**src/rtl/fcd_pkg.sv**
```systemverilog
// Shared types and constants for the fixed-capacity deque.
// Used by the top level and the port checker; no dependencies.
package fcd_pkg;

   typedef logic [2:0] cmd_type;
   typedef logic [1:0] status_type;
   typedef logic signed [31:0] word_type;

   localparam cmd_type CMD_PUSH_FRONT = 3'd0;
   localparam cmd_type CMD_PUSH_REAR  = 3'd1;
   localparam cmd_type CMD_POP_FRONT  = 3'd2;
   localparam cmd_type CMD_POP_REAR   = 3'd3;
   localparam cmd_type CMD_SEARCH     = 3'd4;

   localparam status_type ST_OK    = 2'd0;
   localparam status_type ST_EMPTY = 2'd1;
   localparam status_type ST_FULL  = 2'd2;

   localparam int REQ_W = 40;
   localparam int RSP_W = 48;

   // rsp_tdata bit positions
   localparam int RSP_FOUND_LSB  = 32;
   localparam int RSP_POS_LSB    = 33;
   localparam int RSP_STATUS_LSB = 37;
   localparam int RSP_COUNT_LSB  = 39;

endpackage

```
**src/rtl/fixed_capacity_deque.sv**
```systemverilog
// Fixed-capacity deque of signed 32-bit words, top level.
// Depends on fcd_pkg; the port checker in fcd_checker.sv binds to it.
//
// Holds up to DEPTH words in a circular single-port-read memory. One request
// is worked at a time and req_tready is low while it is in flight. A search
// reads the live entries through the one memory read port, one per cycle,
// and a single comparator checks each against the key.
// The finished response sits in an output register, so the next request is
// accepted while the previous response still waits for rsp_tready.
module fixed_capacity_deque #(
   parameter int DEPTH = 16
) (
   input  logic                        clock,
   input  logic                        reset,
   input  logic                        req_tvalid,
   output logic                        req_tready,
   // [2:0] cmd, [34:3] value, [39:35] zero
   input  logic [fcd_pkg::REQ_W-1:0]   req_tdata,
   output logic                        rsp_tvalid,
   input  logic                        rsp_tready,
   // [31:0] data, [32] found, [36:33] position, [38:37] status,
   // [43:39] count, [47:44] zero
   output logic [fcd_pkg::RSP_W-1:0]   rsp_tdata
);
   import fcd_pkg::*;

   localparam int AW = (DEPTH > 1) ? $clog2(DEPTH) : 1;
   localparam int CW = $clog2(DEPTH + 1);
   localparam int SW = CW + 1;

   localparam logic [1:0] S_IDLE = 2'd0;
   localparam logic [1:0] S_SCAN = 2'd1;
   localparam logic [1:0] S_DONE = 2'd2;

   logic [1:0]      state_ff, state_in;
   logic [AW-1:0]   head_ff, head_in;
   logic [CW-1:0]   occ_ff, occ_in;
   logic [AW-1:0]   slot_ff, slot_in;
   logic [CW-1:0]   left_ff, left_in;
   logic [AW-1:0]   issue_idx_ff, issue_idx_in;
   logic [AW-1:0]   cmp_idx_ff, cmp_idx_in;
   logic            cmp_valid_ff, cmp_valid_in;
   cmd_type         cmd_ff, cmd_in;
   word_type        key_ff, key_in;
   logic            found_ff, found_in;
   logic [AW-1:0]   pos_ff, pos_in;
   status_type      status_ff, status_in;
   logic            rsp_valid_ff, rsp_valid_in;
   logic [RSP_W-1:0] rsp_data_ff, rsp_data_in;

   word_type        entries_ff [DEPTH];
   word_type        rd_data_ff;
   logic            rd_en;
   logic            wr_en;
   logic [AW-1:0]   wr_addr;

   logic            req_xfer;
   cmd_type         req_cmd;
   word_type        req_value;
   logic            full, empty;
   logic [AW-1:0]   head_dec, head_inc, slot_inc, rear_slot, last_slot;
   logic [SW-1:0]   rear_sum, last_sum;
   logic            is_pop, match;
   logic [31:0]     pos_ext, count_ext;
   word_type        out_data;

   assign req_tready = (state_ff == S_IDLE);
   assign req_xfer   = req_tvalid & req_tready;
   assign req_cmd    = req_tdata[2:0];
   assign req_value  = req_tdata[34:3];

   assign full  = (occ_ff == CW'(DEPTH));
   assign empty = (occ_ff == '0);

   assign head_dec = (head_ff == '0) ? AW'(DEPTH - 1) : head_ff - 1'b1;
   assign head_inc = (head_ff == AW'(DEPTH - 1)) ? '0 : head_ff + 1'b1;
   assign slot_inc = (slot_ff == AW'(DEPTH - 1)) ? '0 : slot_ff + 1'b1;

   assign rear_sum  = SW'(head_ff) + SW'(occ_ff);
   assign rear_slot = (rear_sum >= SW'(DEPTH)) ? AW'(rear_sum - SW'(DEPTH)) : AW'(rear_sum);
   assign last_sum  = rear_sum - 1'b1;
   assign last_slot = (last_sum >= SW'(DEPTH)) ? AW'(last_sum - SW'(DEPTH)) : AW'(last_sum);

   assign is_pop = (cmd_ff == CMD_POP_FRONT) || (cmd_ff == CMD_POP_REAR);
   assign match  = cmp_valid_ff && (cmd_ff == CMD_SEARCH) && (rd_data_ff == key_ff);
   assign rd_en  = (state_ff == S_SCAN) && (left_ff != '0);

   // storage: one write port, one registered read port
   always_ff @(posedge clock) begin
      if (wr_en) begin
         entries_ff[wr_addr] <= key_in;
      end
      if (rd_en) begin
         rd_data_ff <= entries_ff[slot_ff];
      end
   end

   always_comb begin
      state_in     = state_ff;
      head_in      = head_ff;
      occ_in       = occ_ff;
      slot_in      = slot_ff;
      left_in      = left_ff;
      issue_idx_in = issue_idx_ff;
      cmp_idx_in   = cmp_idx_ff;
      cmp_valid_in = 1'b0;
      cmd_in       = cmd_ff;
      key_in       = key_ff;
      found_in     = found_ff;
      pos_in       = pos_ff;
      status_in    = status_ff;
      rsp_valid_in = rsp_valid_ff & ~rsp_tready;
      rsp_data_in  = rsp_data_ff;
      wr_en        = 1'b0;
      wr_addr      = head_dec;
      pos_ext      = 32'(pos_ff);
      count_ext    = 32'(occ_ff);
      out_data     = (is_pop && status_ff == ST_OK) ? rd_data_ff : '0;

      unique case (state_ff)
         S_IDLE: begin
            if (req_xfer) begin
               cmd_in       = req_cmd;
               key_in       = req_value;
               found_in     = 1'b0;
               pos_in       = '0;
               status_in    = ST_OK;
               issue_idx_in = '0;
               state_in     = S_DONE;
               unique case (req_cmd)
                  CMD_PUSH_FRONT: begin
                     if (full) begin
                        status_in = ST_FULL;
                     end else begin
                        wr_en   = 1'b1;
                        wr_addr = head_dec;
                        head_in = head_dec;
                        occ_in  = occ_ff + 1'b1;
                     end
                  end
                  CMD_PUSH_REAR: begin
                     if (full) begin
                        status_in = ST_FULL;
                     end else begin
                        wr_en   = 1'b1;
                        wr_addr = rear_slot;
                        occ_in  = occ_ff + 1'b1;
                     end
                  end
                  CMD_POP_FRONT: begin
                     if (empty) begin
                        status_in = ST_EMPTY;
                     end else begin
                        slot_in  = head_ff;
                        left_in  = CW'(1);
                        head_in  = head_inc;
                        occ_in   = occ_ff - 1'b1;
                        state_in = S_SCAN;
                     end
                  end
                  CMD_POP_REAR: begin
                     if (empty) begin
                        status_in = ST_EMPTY;
                     end else begin
                        slot_in  = last_slot;
                        left_in  = CW'(1);
                        occ_in   = occ_ff - 1'b1;
                        state_in = S_SCAN;
                     end
                  end
                  CMD_SEARCH: begin
                     slot_in  = head_ff;
                     left_in  = occ_ff;
                     state_in = S_SCAN;
                  end
                  default: begin
                  end
               endcase
            end
         end
         S_SCAN: begin
            if (left_ff != '0) begin
               slot_in      = slot_inc;
               left_in      = left_ff - 1'b1;
               cmp_idx_in   = issue_idx_ff;
               issue_idx_in = issue_idx_ff + 1'b1;
               cmp_valid_in = 1'b1;
            end else if (!cmp_valid_ff) begin
               state_in = S_DONE;
            end
            if (match) begin
               found_in = 1'b1;
               pos_in   = cmp_idx_ff;
            end
         end
         S_DONE: begin
            if (!rsp_valid_ff || rsp_tready) begin
               rsp_valid_in = 1'b1;
               rsp_data_in  = {4'b0, count_ext[4:0], status_ff, pos_ext[3:0],
                               found_ff, out_data};
               state_in     = S_IDLE;
            end
         end
         default: begin
            state_in = S_IDLE;
         end
      endcase
   end

   always_ff @(posedge clock) begin
      if (reset) begin
         state_ff     <= S_IDLE;
         head_ff      <= '0;
         occ_ff       <= '0;
         cmp_valid_ff <= 1'b0;
         rsp_valid_ff <= 1'b0;
      end else begin
         state_ff     <= state_in;
         head_ff      <= head_in;
         occ_ff       <= occ_in;
         cmp_valid_ff <= cmp_valid_in;
         rsp_valid_ff <= rsp_valid_in;
      end
   end

   always_ff @(posedge clock) begin
      slot_ff      <= slot_in;
      left_ff      <= left_in;
      issue_idx_ff <= issue_idx_in;
      cmp_idx_ff   <= cmp_idx_in;
      cmd_ff       <= cmd_in;
      key_ff       <= key_in;
      found_ff     <= found_in;
      pos_ff       <= pos_in;
      status_ff    <= status_in;
      rsp_data_ff  <= rsp_data_in;
   end

   assign rsp_tvalid = rsp_valid_ff;
   assign rsp_tdata  = rsp_data_ff;

endmodule

```
**config.mk**
```make
export PLATFORM = sky130hd
export DESIGN_NAME = fixed_capacity_deque
export DESIGN_NICKNAME = d
export VERILOG_FILES = /design/src/rtl/fcd_pkg.sv /design/src/rtl/fixed_capacity_deque.sv
export SDC_FILE = /design/constraint.sdc
export NUM_CORES = 1
export LEC_CHECK = 0
export ABC_AREA = 1
export ABC_CLOCK_PERIOD_IN_PS = 9900
export BUFFER_PORTS_ARGS = -buffer_cell sky130_fd_sc_hd__buf_4
export CAP_MARGIN = 20
export CORE_AREA = 4 4 425 217
export CTS_CLUSTER_SIZE = 20
export DETAILED_ROUTE_END_ITERATION = 7
export DIE_AREA = 0 0 429 221
export RECOVER_POWER = 100
export SKIP_LAST_GASP = 1
export SLEW_MARGIN = 20
export SYNTH_ARGS = -nofsm -noshare
export SYNTH_HDL_FRONTEND = slang
export SYNTH_SLANG_ARGS = --single-unit
```
**constraint.sdc**
```tcl
create_clock -name clock -period 9.9 [get_ports clock]
set_input_delay 1.98 -clock clock [delete_from_list [all_inputs] [get_ports clock]]
set_output_delay 1.98 -clock clock [all_outputs]
set_load 0.01 [all_outputs]
```
Word-level counts from Yosys, hierarchy flattened
Memories as Yosys holds them, arrays and structs flattened. A register that Yosys moved wholly into a read port is not among the register bits. Index checks and enable logic that the tools add are counted.

Add/sub/neg operators: 11. Multipliers: 0. Divide/modulo/power cells: 0. Magnitude comparators: 2. Eq/ne operators: 28. Shift operators: 0. Muxes and demuxes: 55. Bitwise gates (word level): 4. Reduce and logical (&&, ||, !) cells: 29.

Operator list (count): two-way mux 4 bit (18); two-way mux 32 bit (2); equality test 32 bit (1); case mux 4 bit (2 select lines) (4); case mux 5 bit (2 select lines) (3); two-way mux 5 bit (5); != test 2 bit, second input constant (8); AND reduction 5 bit (3); adder 4 x 1 -> 4 bit, second input constant (3); equality test 3 x 2 -> 1 bit, second input constant (4); >= comparator 6 x 5 -> 1 bit, second input constant (2); two-way mux 1 bit (12); two-way mux 2 bit (6); case mux 4 bit (3 select lines) (1); subtractor 4 x 1 -> 4 bit, second input constant (3); subtractor 5 x 1 -> 5 bit, second input constant (2); != test 3 bit, second input constant (3); equality test 4 bit, second input constant (2); case mux 2 bit (2 select lines) (2); adder 4 x 5 -> 6 bit (1); equality test 3 bit, second input constant (2); case mux 2 bit (3 select lines) (1); AND reduction 2 bit (3); AND reduction 3 bit (2); 24 further kinds (36).

Bits in registers: 116. Bits in latches: 0. Memory bits (writable): 512. Memory bits (read-only): 0. Input bits: 44. Output and inout port bits: 50. Logic and storage cells: 146. Memories: 1.

Memories: entries_ff (depth 16, width 32, read ports 1, clocked after memory_dff 1, wr ports 1, line fixed_capacity_deque.sv:51) `word_type entries_ff [DEPTH];`.

Logic depth before layout (Yosys ltp)
Depth after elaboration: 8. Mapped depth: 11.

Least setup slack after synthesis
Ideal clock, no wire load.

Kind: input port to flip-flop. Start point: input port rsp_tready. End point: register rsp_data_ff[0] (netlist: rsp_tdata[0]), enable pin. Arrival time: 5.037 ns. Data required time: 9.400 ns. Slack: 4.363 ns. Stages on the path: 2. Path buffers: 0. Cells stage by stage: nor2_1 -> nor3_1.

Cells in the longest elaborated chain, start to end: 2.

Ends and longest elaborated chain: start, declared (line fixed_capacity_deque.sv:20) `input logic rsp_tready,`; logical OR 1 bit (line fixed_capacity_deque.sv:197) `if (!rsp_valid_ff || rsp_tready) begin`; AND reduction 2 bit (no source line); end signal, assigned (line fixed_capacity_deque.sv:236) `rsp_data_ff <= rsp_data_in;`; end, declared (line fixed_capacity_deque.sv:49) `logic [RSP_W-1:0] rsp_data_ff, rsp_data_in;`.

No other way between the ends. A chain may end at the register's enable or synchronous reset.

Worst setup path after layout
Start point: input port req_tvalid. End point: memory entries_ff[5][31] (netlist name), enable pin.

Cells in the longest elaborated chain, start to end: 5. Elaborated cells on any way between the ends: 7.

Ends and longest elaborated chain: start, declared (line fixed_capacity_deque.sv:15) `input logic req_tvalid,`; bitwise AND 1 bit (*) (line fixed_capacity_deque.sv:68) `assign req_xfer = req_tvalid & req_tready;`; two-way mux 1 bit (line fixed_capacity_deque.sv:122) `if (req_xfer) begin`; two-way mux 1 bit (line fixed_capacity_deque.sv:120) `unique case (state_ff)`; two-way mux 1 bit (line fixed_capacity_deque.sv:90) `if (wr_en) begin`; two-way mux 1 bit (implied by the code) (line fixed_capacity_deque.sv:91) `entries_ff[wr_addr] <= key_in;`; end, declared (line fixed_capacity_deque.sv:51).

Every way passes the cells marked *; elsewhere a longest branch is shown, timed or not.

==> summary.md <==
| Metric | Value |
|---|---|
| Drt wl/cell | `19.5 µm` |
| Setup-failing EPs final | `0` |
| Commonest non-fill, non-tap cells in the layout | `615 x edfxtp_1, 486 x nand2_1, 201 x nor2_1` |
| Pre-antenna DRT Iters | `5` |
| Die ar. | `94,800 µm²` |
| Sequential Power Share | `46.4%` |
| Final hold vios | `0` |
| Reg2Reg Setup Slack | `3450 ps` |
| Final HPWL DP | `36,800 µm` |
| Worst min path class | `register to register` |
| Die X | `429 µm` |
| Netlist cell types | `35` |
| Cts hold-fix bufs | `0` |
| Max incr delay on CP | `1940 ps` |
| Clock power share | `30.9%` |
| Sink Count | `660` |
| Max Freq | `0.142 GHz` |
| Final Max Tran Viols | `316` |
| Skew-Pair Late Insertion Delay | `650 ps` |
| Rows | `77` |
| Worst Setup Slack post-DPL | `4970 ps` |
| CTS root buffer | `clkbuf_16` |
| R2R depth | `11` |
| CTS clk-pin slew, worst paths | `60 ps` |
| Ant diodes | `0` |
| Critical path buffers and inverters | `4` |
| PD cells | `265 nW/µm²` |
| Total routed wirelength | `68,600 µm` |
| Starting density of the core | `30.0%` |
| Final period util | `71.3%` |
| Iteration-0 DRC Markers | `1,614` |
| Hold path depth | `0` |
| Critical Path Start Type | `input port` |
| Tmin final | `7050 ps` |
| FF+latch count, synth | `660` |
| Share of cells above drive strength 1 | `7.55%` |
| GRT Util Overall | `14.0%` |
| Syn avg cell area | `12.0 µm²` |
| Sequential area share after synthesis | `73.3%` |
| Internal | `5.53 mW` |
| Setup ws final | `2850 ps` |
| Die height | `221 µm` |
| CP most frequent cell | `clkbuf_1` |
| Cells after synthesis | `2,199` |
| TNS Setup | `0 ps` |
| Synthesis-to-layout area growth | `14.9%` |
| I/O pins | `94` |
| Placed instance count | `3,411` |
| Vias in the first global route | `16.1k` |
| Worst Path Max Fanout | `35` |
| Hold_sp | `found_ff` |
| Crit path DAT | `7230 ps` |
| Slowest cell on the critical path | `clkbuf_1` |
| Max-cap violations | `11` |
| Skew final | `51.0 ps` |
| CP endpoint kind | `register` |
| Leakage | `10.7 nW` |
| Worst relative slew slack | `-105%` |
| DRT antenna net count | `0` |
| WS Path Type | `input port to register` |
| Routability cong. | `0.822` |
| Synthesized cell area | `26,400 µm²` |
| Postcts setup bufs | `0` |
| Post-Place Cell Area | `28,600 µm²` |
| Max IR drop VDD | `0.164 mV` |
| Final core occ | `34.5%` |
| CTS tree | `yes` |
| Tot Pwr | `8.06 mW` |
| H-tree lvl count | `2` |
| Non-Filler Instances | `3,528` |
| Total CTS buffers | `61` |
| Crit-path cells | `clkbuf_1, inv_1, nor2_4, clkbuf_1, nand3_1, o21ai_0, nand2_1, nor2_4, clkbuf_1` |
| Most common cell after layout, fill and taps aside | `edfxtp_1` |
| Violated checks | `capacitance limit, slew limit` |
| Hold slack | `424 ps` |
| Psw | `2.53 mW` |
| Grt ovf | `0` |
| Worst flop-to-flop path endpoint | `rd_data_ff[18]` |
| Largest net degree at the start of global routing | `180` |
| Actual slew at the worst max-slew pin | `3080 ps` |
| Via count | `16.9k` |
| Sw Share | `31.4%` |
| Global-route wire length before repair | `102,000 µm` |
| Initial antenna violation count | `1` |
| Ys Warns | `0` |
| Logic pwr share | `22.6%` |
| IO buf count | `84` |
| # resized after CTS | `0` |
| Delay-heaviest family, CP | `buffers and inverters` |
| Core ar. | `88,100 µm²` |
| Fin area | `30,400 µm²` |
| Via-to-Cell Ratio | `4.80` |
| Outcome | `finished with violations` |
| Nets@finish | `2,349` |
| DR DRC count | `0` |
| Launch point of the worst reg-to-reg path | `slot_ff[1]` |
| Hold EP | `rsp_tdata[32]` |
| RSZ-0062 raised after global routing | `no` |
| CP required | `10,070 ps` |
| Clock Path Buffers | `3` |
[registers in the layout (all words and copies together), names as in the netlist, 2 cells and up]
name          cells
entries_ff      512
rsp_tdata        44
key_ff           32
rd_data_ff       32
left_ff           5
occ_ff            5
cmp_idx_ff        4
head_ff           4
issue_idx_ff      4
pos_ff            4
slot_ff           4
cmd_ff            3
state_ff          2
status_ff         2
[power groups by stage]
stage / combinational [mW] / clock [mW] / sequential [mW]
after floorplan: 1.16 / 0 / 3.80
after global placement: 1.86 / 0 / 3.79
after detailed placement: 1.90 / 0 / 3.79
after CTS: 1.91 / 2.54 / 3.73
after global routing: 2.03 / 2.67 / 3.77
final: 1.82 / 2.49 / 3.74
[cell usage after synthesis, drive strengths merged]
cell type	n	share of area (%)
nand4	38	0.90
ha	13	0.62
xor2	14	0.46
o211ai	36	1.0
a31oi	1	0.024
dfxtp	45	3.4
xnor2	11	0.36
o22ai	30	0.71
nand3b	2	0.057
buf	67	1.4
conb	1	0.014
fa	2	0.15
o21ai	202	3.8
inv	142	2.0
nor3	4	0.076
clkinv	1	0.014
nand2	486	6.9
clkbuf	46	0.66
edfxtp	615	70
a21oi	94	1.8
nand3	132	2.5
o21a	3	0.085
nor2	211	3.0
o21bai	1	0.028
o31ai	1	0.028
and2	1	0.024
[worst register-to-register path: stages (launching register included)]
cell and delay (ps):
edfxtp_1 320, clkbuf_1 2160, clkinv_1 290, buf_4 420, nand2_1 590, clkinvlp_2 1250
buf_4 730, nand3_1 170, nand2_1 60, a21oi_1 120, o21ai_0 120, nand2_1 120
[logic make-up (layout without fill, tap and decap cells)]
family | Yosys count | in the layout | share of synthesized area, %
and+or+nand+nor | 874 | 874 | 13.5
DFF | 660 | 660 | 73.3
other | 1 | 4 | 0.0142
adders and majority gates | 15 | 15 | 0.767
buffers and inverters | 256 | 397 | 4.07
xor gates and xnor gates | 25 | 25 | 0.828
AOI/OAI and AO/OA | 368 | 368 | 7.50
[metal layers]
| metal | share of wire [%] | GRT usage (%) | up-vias |
|---|---|---|---|
| met4 | 3.0 | 4.59 | 2 |
| met2 | 46 | 22.5 | 618 |
| met1 | 43 | 19.5 | 8284 |
| met5 | 0.019 | 0 | - |
| met3 | 7.2 | 2.19 | 122 |
| li1 | - | - | 7914 |
[worst max-delay path by stage]
stage               startpoint            endpoint  cells after the start
finish              req_tvalid   entries_ff[5][31]                      9
global route        req_tvalid   entries_ff[5][31]                      9
global placement    req_tvalid  entries_ff[10][14]                      9
CTS                 req_tvalid  entries_ff[10][28]                      9
floorplan           rsp_tready        rsp_tdata[0]                      2
detailed placement  req_tvalid  entries_ff[10][13]                      9
[area by class of cell]
type                       instances  area [µm²]
multi-input combinational       1286        6060
timing repair buffer             138         759
clock inverter                    46         551
clock buffer                      70        1600
sequential                       660       19400
tap                             1185        1480
fill                            8657       57700
inverter                         143         543
No activity file was read; power rests on OpenSTA's default activity.
